`src/sv/hebp_pkg.sv`:
```
// hebp_pkg: types and constants shared by the huffman encode bit packer
// no dependencies
package hebp_pkg;

  localparam int CODE_W = 32;          // code field of one table entry
  localparam int LEN_W  = 6;           // code length field
  localparam int ACC_W  = CODE_W + 7;  // pending bits plus the longest code
  localparam int TOT_W  = 6;           // bit count in the accumulator
  localparam int QDEPTH = 4;           // front to back queue depth
  localparam int QPTR_W = 2;
  localparam int QCNT_W = 3;

  typedef enum logic [1:0] {
    OP_LOAD   = 2'd0,
    OP_ENCODE = 2'd1,
    OP_FLUSH  = 2'd2
  } op_e;

  typedef enum logic {
    BK_IDLE,
    BK_EMIT
  } back_state_e;

  // one table entry
  typedef struct packed {
    logic [LEN_W-1:0]  len;
    logic [CODE_W-1:0] code;
  } code_t;

  // one job for the packer
  typedef struct packed {
    logic              flush;
    logic [LEN_W-1:0]  len;
    logic [CODE_W-1:0] code;
  } entry_t;

endpackage

```
`src/sv/hebp_queue.sv`:
```
// hebp_queue: short job queue between the front and the packer
// depends on hebp_pkg
module hebp_queue
  import hebp_pkg::*;
(
  input  logic              clk_i,
  input  logic              rst_ni,
  input  logic              push_i,
  input  entry_t            data_i,
  input  logic              pop_i,
  output logic              valid_o,
  output entry_t            data_o,
  output logic [QCNT_W-1:0] count_o
);

  entry_t            slot_q [QDEPTH];
  logic [QPTR_W-1:0] wptr_q, rptr_q;
  logic [QCNT_W-1:0] cnt_q;
  logic              do_push, do_pop;

  assign valid_o = cnt_q != '0;
  assign data_o  = slot_q[rptr_q];
  assign count_o = cnt_q;
  assign do_push = push_i && (cnt_q != QCNT_W'(QDEPTH));
  assign do_pop  = pop_i && valid_o;

  always_ff @(posedge clk_i) begin
    if (do_push) begin
      slot_q[wptr_q] <= data_i;
    end
  end

  always_ff @(posedge clk_i or negedge rst_ni) begin
    if (!rst_ni) begin
      wptr_q <= '0;
      rptr_q <= '0;
      cnt_q  <= '0;
    end else begin
      if (do_push) begin
        wptr_q <= wptr_q + 1'b1;
      end
      if (do_pop) begin
        rptr_q <= rptr_q + 1'b1;
      end
      unique case ({do_push, do_pop})
        2'b10:   cnt_q <= cnt_q + 1'b1;
        2'b01:   cnt_q <= cnt_q - 1'b1;
        default: cnt_q <= cnt_q;
      endcase
    end
  end

endmodule

```
`config.mk`:
```
export PLATFORM = sky130hd
export DESIGN_NAME = hebp_queue
export DESIGN_NICKNAME = d
export VERILOG_FILES = /design/src/sv/hebp_pkg.sv /design/src/sv/hebp_queue.sv
export SDC_FILE = /design/constraint.sdc
export NUM_CORES = 1
export LEC_CHECK = 0
export BUFFER_PORTS_ARGS = -buffer_cell sky130_fd_sc_hd__buf_2
export CAP_MARGIN = 20
export CORE_ASPECT_RATIO = 0.7
export CORE_MARGIN = 2
export CORE_UTILIZATION = 55
export CTS_CLUSTER_SIZE = 16
export DETAILED_ROUTE_END_ITERATION = 8
export PLACE_DENSITY = 0.87
export SYNTH_ARGS = -nofsm -noshare
export SYNTH_HDL_FRONTEND = slang
export SYNTH_SLANG_ARGS = --single-unit
```
`constraint.sdc`:
```
create_clock -name clk_i -period 2.8 [get_ports clk_i]
set_input_delay 0.14 -clock clk_i [delete_from_list [all_inputs] [get_ports clk_i]]
set_output_delay 0.14 -clock clk_i [all_outputs]
set_load 0.05 [all_outputs]
```
# Yosys cells after proc, flatten, opt, wreduce, memory -nomap -nowiden
# Memory sizes are Yosys's and may differ from the RTL's.
# Index checks and enable logic that the tools add are counted.
[word_totals]
reg_bits = 7
output_inout_bits = 43
inputBits = 43
wordCells = 18
ramBits = 156
n_memories = 1
[classes]
n_addsub = 4
eq_ne = 3
n_reduce_logical = 4
n_mux = 3
[memory_table]
columns = ["memory", "words", "width", "read_ports", "rd_clocked_by_memory_dff", "wr", "line_no", "rtl"]
rows = [
  ["slot_q", 4, 39, 1, 0, 1, "hebp_queue.sv:16", "entry_t slot_q [QDEPTH];"],
]
[ops]
columns = ["op", "count"]
rows = [
  ["$pmux 3 s2", 1],
  ["$add 2x1->2 const B", 2],
  ["$add 3x1->3 const B", 1],
  ["$ne 3x3->1 const B", 1],
  ["$reduce_bool 3->1", 1],
  ["$sub 3x1->3 const B", 1],
  ["$eq 2x1->1 const B", 1],
  ["$eq 2x2->1 const B", 1],
  ["$logic_and 1x1->1", 2],
  ["$mux 1", 2],
  ["$reduce_bool 2->1", 1],
]

# Logic depth before layout (Yosys ltp)
[depth]
word_depth = 4
depth_mapped = 9
mapped_depth_nobuf = 9

# Worst setup path before layout
# OpenSTA, ideal clock, no wires.
[synth_timing]
path_type = "register to register"
start = "register cnt_q[0], in the netlist count_o[0]"
end = "memory slot_q[0][0] (netlist bit), enable pin"
path_stages_with_launch = 4
t_arrival_ns = 2.112
required_ns = 2.400
path_slack_ns = 0.287
path_cell_list = "dfrtp_1 > inv_1 > a31oi_4 > and2_1"
[synth_between]
elab_chain_cells = 4
[synth_rtl]
columns = ["item", "line_no", "rtl"]
rows = [
  ["from (decl)", "hebp_queue.sv:18", "logic [QCNT_W-1:0] cnt_q;"],
  ["from (signal assigned)", "hebp_queue.sv:46", "2'b10: cnt_q <= cnt_q + 1'b1;"],
  ["from (signal assigned)", "hebp_queue.sv:47", "2'b01: cnt_q <= cnt_q - 1'b1;"],
  ["from (signal assigned)", "hebp_queue.sv:48", "default: cnt_q <= cnt_q;"],
  ["$ne 3x3->1", "hebp_queue.sv:24", "assign do_push = push_i && (cnt_q != QCNT_W'(QDEPTH));"],
  ["$logic_and 1x1->1", "hebp_queue.sv:24", ""],
  ["$mux 1", "hebp_queue.sv:28", "if (do_push) begin"],
  ["$mux 1 (not written as such)", "hebp_queue.sv:29", "slot_q[wptr_q] <= data_i;"],
  ["to (decl)", "hebp_queue.sv:16", ""],
]
# No other way between the ends.

==> results.toml <==
[logic_synthesis]
synth_flop_cell = "edfxtp_1"
avgSynthCellArea_um2 = 25.3
syn_inst = 241
synth_cell_types = 20
synth_edf_count = 156
ys_ff_latch = 163
yosys_warnings = 0
synth-seq-area-share_pct = 79.6
async_flop_share_pct = 4.29
syn_area_um2 = 6100
synthesis.nets = 290

[power]
p_per_area_nw_per_um2 = 1190
leakagePower_nw = 2.72
vdd_drop_max_mv = 0.729
finalPower_w = 0.00914

[routing]
routedWlPerCell_um = 19.8
drc_errors = 0
num_vias = 2960
viasPerCell = 5.36
dr.pass1.iters = 6
final_antenna_net_count = 0
drtIter0Drc = 159
drt_wl_total_mm = 10.9

[cells_and_area]
mostFrequentLayoutCell = "edfxtp_1"
num_antenna_cells = 0
multi_input_area_um2 = 1110
syn_to_final_growth_pct = 25.7
fillers = 681
final_cell_mix = "edfxtp_1 (156), buf_2 (85), dlygate4sd3_1 (40)"
finalNetCount = 436
seqCellArea_um2 = 4860
final_area_um2 = 7670
drive_above_1_share_pct = 43.4

[worst_setup_path]
r2r_slack_ns = 0.77
path_max_fanout = 15
rr_worst_depth = 4
r2r-start = "count_o[0]"
crit_required_ns = 2.66
end_kind = "primary output"
crit_type = "register to primary output"
startpoint = "rptr_q[0]"
timing.rr.end = "slot_q[0][13]"
arrival_ns = 2.20
critPathLaunchType = "register"

[grt]
grt_pass1_vias = 3253
grt_max_degree = 40
grt_pass1_wl_mm = 16.8
grt_use_total_pct = 19.8
overflow = 0
grt_antenna_before_repair = 0

[floorplan]
initial_core_util_pct = 55.8
die_width_um = 130
io_pins = 86
die_y_um = 92.1
core_um2 = 10900
die_area_um2 = 12000
rows = 32

[cts]
cts_tree = "built"
numCtsBuffers = 17
post_cts_resized = 0
clock_sinks = 163
post-cts-setup-buffers = 0
cts.path.max_buffers = 2
clk_latency_ns = 0.41
root_buffer = "clkbuf_16"
clk_pin_slew_worst_paths_ns = 0.06
htreeDepth = 4

[placement]
port_buffers = 85
placed_cell_area_um2 = 6710
post-dp-hpwl_mm = 6.76
gp_congestion = 0.787

[timing]
rsz0062_at_grt = "false"
finalCriticalPeriod_ns = 2.34
final.setup.tns_ns = 0
worst_pin_slew_ns = 0.632
slew_headroom_pct = 57.9
period_share_pct = 83.6
fmax_ghz = 0.427
finalSetupViolCount = 0
skew_ns = 0.00642
final-max-slew-violation-count = 0
hold_viol = 0

[run]
cap_violations = 0

[outcome]
run_status = "finished clean"

[hold_path]
hp-class = "input pin to asynchronous set/reset pin"
report_power, final:
group	leakage [nW]	total (W)	switching [W]	internal [W]
Clock	0.261	0.00216	0.000928	0.00123
Combinational	0.948	0.00347	0.00236	0.00111
Sequential	1.51	0.00351	0.000280	0.00323
Total	2.72	0.00914	0.00357	0.00557
what timing repair did:
| item | CTS | global route |
|---|---|---|
| endpoints found under the hold margin | 163 | 0 |
| hold buffers | 40 | 0 |
| endpoints found under the setup margin | 0 | 0 |
layout make-up:
type                    count  share of cell area (%)
clock buffers              17                    5.54
repair buffers            136                    12.0
inverters                   7                   0.342
well taps                 153                    2.49
clock inverters            14                    1.76
multi-input cells          62                    14.5
flip-flops and latches    163                    63.4
per-layer routing:
metal / routed length, um / global-route usage, % / up-vias
li1: - / - / 1308
met1: 4480 / 25.6 / 1535
met2: 5700 / 33.0 / 115
met3: 699 / 6.01 / 2
met4: 25 / 5.65 / 0
met5: 0 / 0 / -
cell families after synthesis:
family | share of synthesized area (%)
flops | 79.6
mux | 14.8
buf+inv | 2.25
simple gates | 0.635
xor+xnor | 0.861
fa+ha+maj | 1.35
compound gates | 0.492
synthesized netlist by cell type (3+ instances only):
| library cell | number | area share, % |
|---|---|---|
| xor2_1 | 3 | 0.43 |
| xnor2_1 | 3 | 0.43 |
| dfrtp_1 | 7 | 2.9 |
| buf_2 | 4 | 0.33 |
| and2_1 | 4 | 0.41 |
| inv_1 | 7 | 0.43 |
| edfxtp_1 | 156 | 77 |
| ha_1 | 5 | 1.0 |
| mux4_2 | 38 | 14 |
| buf_12 | 4 | 1.3 |
worst max-delay path by stage:
| stage | end | slack [ns] | cells after the start |
|---|---|---|---|
| 2_1_floorplan | slot_q[0][0] | 0.29 | 3 |
| 3_3_place_gp | slot_q[0][6] | 0.85 | 4 |
| 5_1_grt | data_o[1] | 0.30 | 3 |
| 6_report | data_o[1] | 0.46 | 3 |
| 3_5_place_dp | slot_q[0][0] | 0.75 | 4 |
| 4_1_cts | data_o[1] | 0.39 | 3 |
sequential cells by signal, indices dropped and copies added (netlist names):
name / count
slot_q: 156
count_o: 3
rptr_q: 2
wptr_q: 2
worst max-delay path, stage by stage (launching register included):
cell     delay (ns)
dfrtp_2        0.71
buf_4          0.33
mux4_2         0.52
buf_2          0.23
through the flow:
stage                     setup slack [ns]  cells  utilization (%)  hold WS, ns
after floorplan                      0.287    241                -       -0.156
after CTS                            0.386    552             70.2       0.0698
final                                0.459    552             70.2       0.0876
after global placement               0.847    481             61.4      -0.0196
after global routing                 0.302    552             70.2       0.0873
after detailed placement             0.751    481             61.4      -0.0163
No activity file was read; power rests on OpenSTA's default activity.
