[src/sv/hebp_pkg.sv]
// hebp_pkg: types and constants shared by the huffman encode bit packer
// no dependencies
package hebp_pkg;

  localparam int CODE_W = 32;          // code field of one table entry
  localparam int LEN_W  = 6;           // code length field
  localparam int ACC_W  = CODE_W + 7;  // pending bits plus the longest code
  localparam int TOT_W  = 6;           // bit count in the accumulator
  localparam int QDEPTH = 4;           // front to back queue depth
  localparam int QPTR_W = 2;
  localparam int QCNT_W = 3;

  typedef enum logic [1:0] {
    OP_LOAD   = 2'd0,
    OP_ENCODE = 2'd1,
    OP_FLUSH  = 2'd2
  } op_e;

  typedef enum logic {
    BK_IDLE,
    BK_EMIT
  } back_state_e;

  // one table entry
  typedef struct packed {
    logic [LEN_W-1:0]  len;
    logic [CODE_W-1:0] code;
  } code_t;

  // one job for the packer
  typedef struct packed {
    logic              flush;
    logic [LEN_W-1:0]  len;
    logic [CODE_W-1:0] code;
  } entry_t;

endpackage

[src/sv/hebp_back.sv]
// hebp_back: bit accumulator that packs codes into bytes, with output register
// depends on hebp_pkg
module hebp_back
  import hebp_pkg::*;
(
  input  logic       clk_i,
  input  logic       rst_ni,
  input  logic       head_v_i,
  input  entry_t     head_i,
  output logic       head_pop_o,
  input  logic       pop_i,
  output logic       empty_o,
  output logic [7:0] out_byte_o,
  output logic       last_o
);

  back_state_e       state_q, state_d;
  logic [ACC_W-1:0]  acc_q;
  logic [TOT_W-1:0]  tot_q;
  logic [6:0]        pend_q, pend_d;
  logic [2:0]        pcnt_q, pcnt_d;
  logic              out_v_q;
  logic [7:0]        out_byte_q;
  logic              out_last_q;

  logic              out_rdy;
  logic [ACC_W-1:0]  src_acc;
  logic [TOT_W-1:0]  src_tot;
  logic [TOT_W-1:0]  rem;
  logic [ACC_W-1:0]  shifted;
  logic [7:0]        flush_byte;
  logic              emit, emit_last, emit_flush, load_work, upd_pend;
  logic [2:0]        keep;
  logic [7:0]        pmask;

  assign out_rdy = !out_v_q || pop_i;

  // working value: the held accumulator, or a fresh one from the queue head
  always_comb begin
    if (state_q == BK_EMIT) begin
      src_acc = acc_q;
      src_tot = tot_q;
    end else begin
      src_acc = (ACC_W'(pend_q) << head_i.len) | ACC_W'(head_i.code);
      src_tot = TOT_W'(pcnt_q) + TOT_W'(head_i.len);
    end
  end

  assign rem        = src_tot - TOT_W'(8);
  assign shifted    = src_acc >> rem;
  assign flush_byte = 8'({1'b0, pend_q} << (4'd8 - {1'b0, pcnt_q}));

  // next state
  always_comb begin
    state_d = state_q;
    unique case (state_q)
      BK_IDLE: begin
        if (head_v_i && !head_i.flush && (src_tot >= TOT_W'(8)) && out_rdy &&
            (rem >= TOT_W'(8))) begin
          state_d = BK_EMIT;
        end
      end
      BK_EMIT: begin
        if (out_rdy && (rem < TOT_W'(8))) begin
          state_d = BK_IDLE;
        end
      end
      default: state_d = BK_IDLE;
    endcase
  end

  // control outputs
  always_comb begin
    head_pop_o = 1'b0;
    emit       = 1'b0;
    emit_last  = 1'b0;
    emit_flush = 1'b0;
    load_work  = 1'b0;
    upd_pend   = 1'b0;
    keep       = rem[2:0];
    unique case (state_q)
      BK_IDLE: begin
        if (head_v_i) begin
          if (head_i.flush) begin
            if (pcnt_q == '0) begin
              head_pop_o = 1'b1;
            end else if (out_rdy) begin
              head_pop_o = 1'b1;
              emit       = 1'b1;
              emit_last  = 1'b1;
              emit_flush = 1'b1;
              upd_pend   = 1'b1;
              keep       = 3'd0;
            end
          end else if (src_tot < TOT_W'(8)) begin
            head_pop_o = 1'b1;
            upd_pend   = 1'b1;
            keep       = src_tot[2:0];
          end else if (out_rdy) begin
            head_pop_o = 1'b1;
            emit       = 1'b1;
            if (rem < TOT_W'(8)) begin
              emit_last = 1'b1;
              upd_pend  = 1'b1;
            end else begin
              load_work = 1'b1;
            end
          end
        end
      end
      BK_EMIT: begin
        if (out_rdy) begin
          emit = 1'b1;
          if (rem < TOT_W'(8)) begin
            emit_last = 1'b1;
            upd_pend  = 1'b1;
          end else begin
            load_work = 1'b1;
          end
        end
      end
      default: ;
    endcase
  end

  assign pmask  = (8'd1 << keep) - 8'd1;
  assign pend_d = upd_pend ? (src_acc[6:0] & pmask[6:0]) : pend_q;
  assign pcnt_d = upd_pend ? keep : pcnt_q;

  always_ff @(posedge clk_i or negedge rst_ni) begin
    if (!rst_ni) begin
      state_q <= BK_IDLE;
      pend_q  <= '0;
      pcnt_q  <= '0;
      out_v_q <= 1'b0;
    end else begin
      state_q <= state_d;
      pend_q  <= pend_d;
      pcnt_q  <= pcnt_d;
      if (emit) begin
        out_v_q <= 1'b1;
      end else if (pop_i) begin
        out_v_q <= 1'b0;
      end
    end
  end

  always_ff @(posedge clk_i) begin
    if (load_work) begin
      acc_q <= src_acc;
      tot_q <= rem;
    end
    if (emit) begin
      out_byte_q <= emit_flush ? flush_byte : shifted[7:0];
      out_last_q <= emit_last;
    end
  end

  assign empty_o    = !out_v_q;
  assign out_byte_o = out_byte_q;
  assign last_o     = out_last_q;

endmodule

[config.mk]
export PLATFORM = sky130hd
export DESIGN_NAME = hebp_back
export DESIGN_NICKNAME = d
export VERILOG_FILES = /design/src/sv/hebp_pkg.sv /design/src/sv/hebp_back.sv
export SDC_FILE = /design/constraint.sdc
export NUM_CORES = 1
export LEC_CHECK = 0
export BUFFER_PORTS_ARGS = -buffer_cell sky130_fd_sc_hd__buf_4
export CORE_MARGIN = 5
export CORE_UTILIZATION = 39
export CTS_BUF_LIST = sky130_fd_sc_hd__clkbuf_8
export DETAILED_ROUTE_END_ITERATION = 10
export GPL_TIMING_DRIVEN = 0
export PLACE_DENSITY = 0.57
export SETUP_SLACK_MARGIN = 0.2
export SLEW_MARGIN = 25
export SYNTH_ARGS = -nofsm -noshare
export SYNTH_HDL_FRONTEND = slang
export SYNTH_SLANG_ARGS = --single-unit
[constraint.sdc]
create_clock -name clk_i -period 7.72 [get_ports clk_i]
set_input_delay 0.386 -clock clk_i [delete_from_list [all_inputs] [get_ports clk_i]]
set_output_delay 0.386 -clock clk_i [all_outputs]
set_load 0.02 [all_outputs]
Word level (Yosys, flattened, before mapping)
Index checks and enable logic that the tools add are counted.

word-level totals
  output and inout bits = 11
  bits in read-only memories = 0
  bits in writable memories = 0
  word-level logic and storage cells = 77
  flip-flop bits (word level) = 66
  input port bits = 43
  bits in latches = 0
  memories kept = 0

operators by class
  add/subtract/negate cells = 4
  shift operators = 4
  multipliers = 0
  reductions and logical operators = 10
  multiplexer cells = 44
  div/mod/pow operators = 0
  magnitude comparators = 4
  equality and inequality tests = 0
  bitwise operators = 3

operators with widths
  kind                                                  count
  2-to-1 mux 39 bit                                     1
  OR 39 x 32 -> 39 bit                                  1
  left shift 7 x 6 -> 39 bit                            1
  right shift 39 x 6 -> 8 bit                           1
  2-to-1 mux 1 bit                                      30
  2-to-1 mux 3 bit                                      6
  >= comparator 6 x 4 -> 1 bit (second input constant)  2
  < comparator 6 x 4 -> 1 bit (second input constant)   2
  case mux 1 bit (2 select lines)                       5
  2-to-1 mux 8 bit                                      1
  left shift 7 x 4 -> 8 bit                             1
  AND 7 bit                                             1
  left shift 1 x 3 -> 7 bit (first input constant)      1
  subtractor 7 x 1 -> 7 bit (second input constant)     1
  adder 3 x 6 -> 6 bit                                  1
  2-to-1 mux 6 bit                                      1
  subtractor 6 x 4 -> 6 bit (second input constant)     1
  logical AND 1 bit                                     5
  subtractor 4 x 3 -> 4 bit (first input constant)      1
  zero test 3 bit                                       1
  zero test 1 bit                                       2
  nonzero test 2 bit                                    1
  logical OR 1 bit                                      1
  NOT 1 bit                                             1

Longest topological paths before layout
  depth after elaboration = 11
  mapped depth = 14

Worst setup path before layout
No wires, ideal clock.

  kind = input -> register
  from = input head_i[33] (netlist name)
  to = register acc_q[0], enable pin
  slack = 2.320 ns
  stages = 7
  library setup time = 0.503 ns
  data arrival time = 4.896 ns
  data required time = 7.217 ns
  cell sequence = ha_1 -> a21o_1 -> a21oi_2 -> nor2_1 -> o211ai_1 -> nor2_1 -> nor3_1

between the ends
  word-level cells in the longest chain between the ends = 10
  elaborated cells between the ends (all ways) = 11
  those cells by class = 2 x add/sub; 2 x order compare; 7 x mux

ends and longest elaborated chain
  what                                 RTL line                            text
  start: declaration                   hebp_back.sv:9                      input entry_t head_i,
  adder 3 x 6 -> 6 bit (*)             hebp_back.sv:45                     src_tot = TOT_W'(pcnt_q) + TOT_W'(head_i.len);
  2-to-1 mux 6 bit (*)                 hebp_back.sv:40                     if (state_q == BK_EMIT) begin
  subtractor 6 x 4 -> 6 bit            hebp_back.sv:49                     assign rem = src_tot - TOT_W'(8);
  < comparator 6 x 4 -> 1 bit          hebp_back.sv:102, hebp_back.sv:114
  2-to-1 mux 1 bit                     hebp_back.sv:102, hebp_back.sv:114
  2-to-1 mux 1 bit                     hebp_back.sv:99, hebp_back.sv:112
  2-to-1 mux 1 bit                     hebp_back.sv:95                     end else if (src_tot < TOT_W'(8)) begin
  2-to-1 mux 1 bit                     hebp_back.sv:84                     if (head_i.flush) begin
  2-to-1 mux 1 bit                     hebp_back.sv:83                     if (head_v_i) begin
  case mux 1 bit (2 select lines) (*)  hebp_back.sv:81                     unique case (state_q)
  named net load_work                  hebp_back.sv:32                     logic emit, emit_last, emit_flush, load_work, upd_pend;
  end signal: assignment               hebp_back.sv:150                    acc_q <= src_acc;
  end: declaration                     hebp_back.sv:18                     logic [ACC_W-1:0] acc_q;

Mark *: on every way through the listed nets, which the timed path passes. The rest lies on a longest branch.
A chain may end at the register's enable or synchronous reset.

Final worst setup path
  from = register state_q
  to = register tot_q[0], enable pin

between the ends
  word-level cells in the longest chain between the ends = 9
  elaborated cells between the ends (all ways) = 11
  those cells by class = 1 x add/sub; 2 x order compare; 7 x mux; 1 x bitwise

ends and longest elaborated chain
  what                                 RTL line                            text
  start: declaration                   hebp_back.sv:17                     back_state_e state_q, state_d;
  start signal: assignment             hebp_back.sv:137                    state_q <= state_d;
  2-to-1 mux 6 bit                     hebp_back.sv:40
  subtractor 6 x 4 -> 6 bit            hebp_back.sv:49
  < comparator 6 x 4 -> 1 bit          hebp_back.sv:102, hebp_back.sv:114
  2-to-1 mux 1 bit                     hebp_back.sv:102, hebp_back.sv:114
  2-to-1 mux 1 bit                     hebp_back.sv:99, hebp_back.sv:112
  2-to-1 mux 1 bit                     hebp_back.sv:95
  2-to-1 mux 1 bit                     hebp_back.sv:84
  2-to-1 mux 1 bit                     hebp_back.sv:83
  case mux 1 bit (2 select lines) (*)  hebp_back.sv:81
  named net load_work                  hebp_back.sv:32
  end signal: assignment               hebp_back.sv:151                    tot_q <= rem;
  end: declaration                     hebp_back.sv:19                     logic [TOT_W-1:0] tot_q;

Marks and branches as above.

==> out/qor.yml <==
dieArea_um2: 18900
slew-limit-headroom_pct: 40.9
max_freq_ghz: 0.218
postLayoutCoreUtil_pct: 45.8
hold_viol: 0
clock_latency_ps: 380
holdPathStages: 3
ff2ff_setup_slack_ps: 3130
start_util_pct: 39.8
syn_to_final_growth_pct: 15.0
wire_per_inst_um: 28.4
drv_slew: 0
critPathKind: "reg -> reg"
htree_num_levels: 3
synth-main-ff-cell: "edfxtp_1"
syn-num-nets: 797
io_buffer_count: 52
path_cells: "buf_2 > buf_2 > buf_2 > buf_2 > clkbuf_1 > clkbuf_1 > a31oi_1 > nor3_2 > buf_4 > buf_4 > buf_4"
syn_area_um2: 6350
ios: 54
dr_total_vias: 6985
slowest_stage: "clkbuf_1"
final.fill_count: 1577
finalWirelength_um: 29400
vias_per_cell: 6.74
drv_cap: 0
cts_resized: 0
grt_use_total_pct: 31.0
ys_ff_latch: 66
antenna_found_initial: 0
placed_cell_area_um2: 7060
drt_iter0_drc: 845
numCtsBuffers: 9
min_path_type: "in -> reg"
max_stage_delay_ps: 640
ys_async_sr_fraction_pct: 18.2
period_needed_ps: 4590
synth_edf_count: 54
fp.dieW_um: 138
cts_tree: "yes"
final_area_um2: 7300
drive_above_1_share_pct: 18.8
drc_errors: 0
grt_overflow: 0
yosys_warnings: 0
rows: 46
fin_worst_skew_ps: 14.1
rsz0062_at_grt: "false"
netlist_instances: 747
r2r_start: "state_q"
synth.distinct_cells: 82
cp-end-kind: "flop"
place.gp.congestion: 0.971
hold_start: "head_v_i"
n_antenna_cell: 0
cp.required_ps: 7810
r2r-end: "tot_q[0]"
postRouteAntennaNets: 0
start_kind: "flop"
postSynthAreaPerCell_um2: 8.50
min_period_over_period_pct: 59.4
hpwl_um: 23100
cts_sinks: 66
clkSlewWorstSetupHoldPaths_ps: 80
cts_buffer_depth: 2
core_um2: 15900
finalSetupViolCount: 0
grt_pass1_vias: 6714
fin_nets: 866
cp_data_arrival_time_ps: 4670
dieHeight_um: 138
min_to: "out_v_q"
grt_max_degree: 13
status: "finished, final reports clean"
path_max_fanout: 10
worst_pin_slew_ps: 886
r2r_cells: 11
critPathMostFrequentCell: "buf_2"
seq_area_frac_synth_pct: 30.3
drt_pre_antenna_iters: 7
cts-root-buf: "clkbuf_8"
grt_pass1_wl_um: 43000
==> cell usage after synthesis (all sizes together) (19+ instances only) <==
master | number | area [um^2]
inv | 20 | 75.1
mux2i | 50 | 541
buf | 36 | 195
nor3 | 19 | 95.1
clkbuf | 23 | 87.6
nor2 | 73 | 277
nand3 | 21 | 105
nand2 | 74 | 278
a21oi | 42 | 218
o21ai | 53 | 273
edfxtp | 54 | 1620
o22ai | 21 | 138
==> critical path: cells and delay by family, from the launching register on <==
family,cells,cell delay (ps)
buf+inv,9,3280
simple gates,1,540
flops,1,340
compound gates,1,110
==> layout by cell type, fill, tap and decap left out, types with 9 or more instances in the layout <==
| cell type | count |
|---|---|
| a211oi_1 | 11 |
| a21oi_1 | 40 |
| a22oi_1 | 13 |
| a31oi_1 | 12 |
| buf_2 | 29 |
| buf_4 | 56 |
| clkbuf_1 | 22 |
| clkbuf_8 | 9 |
| dfrtp_1 | 12 |
| edfxtp_1 | 54 |
| inv_1 | 21 |
| mux2_2 | 15 |
| mux2i_1 | 44 |
| nand2_1 | 74 |
| nand2b_1 | 13 |
| nand3_1 | 21 |
| nor2_1 | 72 |
| nor2b_1 | 9 |
| nor3_1 | 18 |
| o211ai_1 | 17 |
| o21ai_0 | 42 |
| o21ai_1 | 9 |
| o22ai_1 | 20 |
| o31ai_1 | 11 |
==> per-stage QoR <==
step	worst slack [ps]	TNS, ps	hold WS, ps	cells
after floorplan	2320	0	90.4	747
after global placement	-624	-27860	236	1015
after detailed placement	3260	0	237	1020
after CTS	3240	0	313	1037
after global routing	2990	0	338	1037
final	3130	0	321	1037
==> sequential cells by signal, summed over array words and instances (netlist names) <==
register	cells
acc_q	39
last_o	1
out_byte_o	8
out_v_q	1
pcnt_q	3
pend_q	7
state_q	1
tot_q	6
==> repair_timing <==
action                                 CTS  global route
buffers inserted                         0             0
endpoints found under the hold margin   12             0
hold buffers                             1             0
==> metal layers <==
layer | vias up | part of all wire, % | track usage (%)
met5 | - | 0 | 0
met4 | 0 | 3.5 | 10.9
met3 | 81 | 9.7 | 7.16
met2 | 453 | 45 | 49.5
met1 | 3412 | 42 | 41.3
li1 | 3039 | - | -
==> cells by family (layout without fill, tap and decap cells) <==
group,after synthesis,in the layout,synth area share (%)
AND/OR/NAND/NOR,256,256,19.4
flip-flops,66,66,30.3
multiplexers,73,73,13.7
adder cells (fa/ha/maj),7,7,1.38
XOR/XNOR,4,4,0.552
AO/OA/AOI/OAI,259,259,29.0
buffers and inverters,82,156,5.81
==> how the worst max path moves through the flow <==
stage                           from         to  cells past startpoint
after floorplan           head_i[33]   acc_q[0]                      7
final                        state_q   tot_q[0]                     11
after global routing         state_q  acc_q[15]                     11
after detailed placement     state_q  acc_q[11]                     11
after CTS                    state_q  acc_q[15]                     11
after global placement       state_q  acc_q[11]                      8
==> final cells by class <==
type / count / area [um^2] / area share (%)
multi-input cells: 599 / 4070 / 55.7
flip-flops and latches: 66 / 1920 / 26.3
repair buffers: 58 / 442 / 6.05
plain buffers: 59 / 283 / 3.87
well taps: 216 / 270 / 3.70
clock buffers: 9 / 124 / 1.70
clock inverters: 7 / 110 / 1.51
inverters: 23 / 86.3 / 1.18
Power is left out: the tool's default activity adds up to more than one toggle a clock period on the data nets, which glitch-free logic cannot reach.
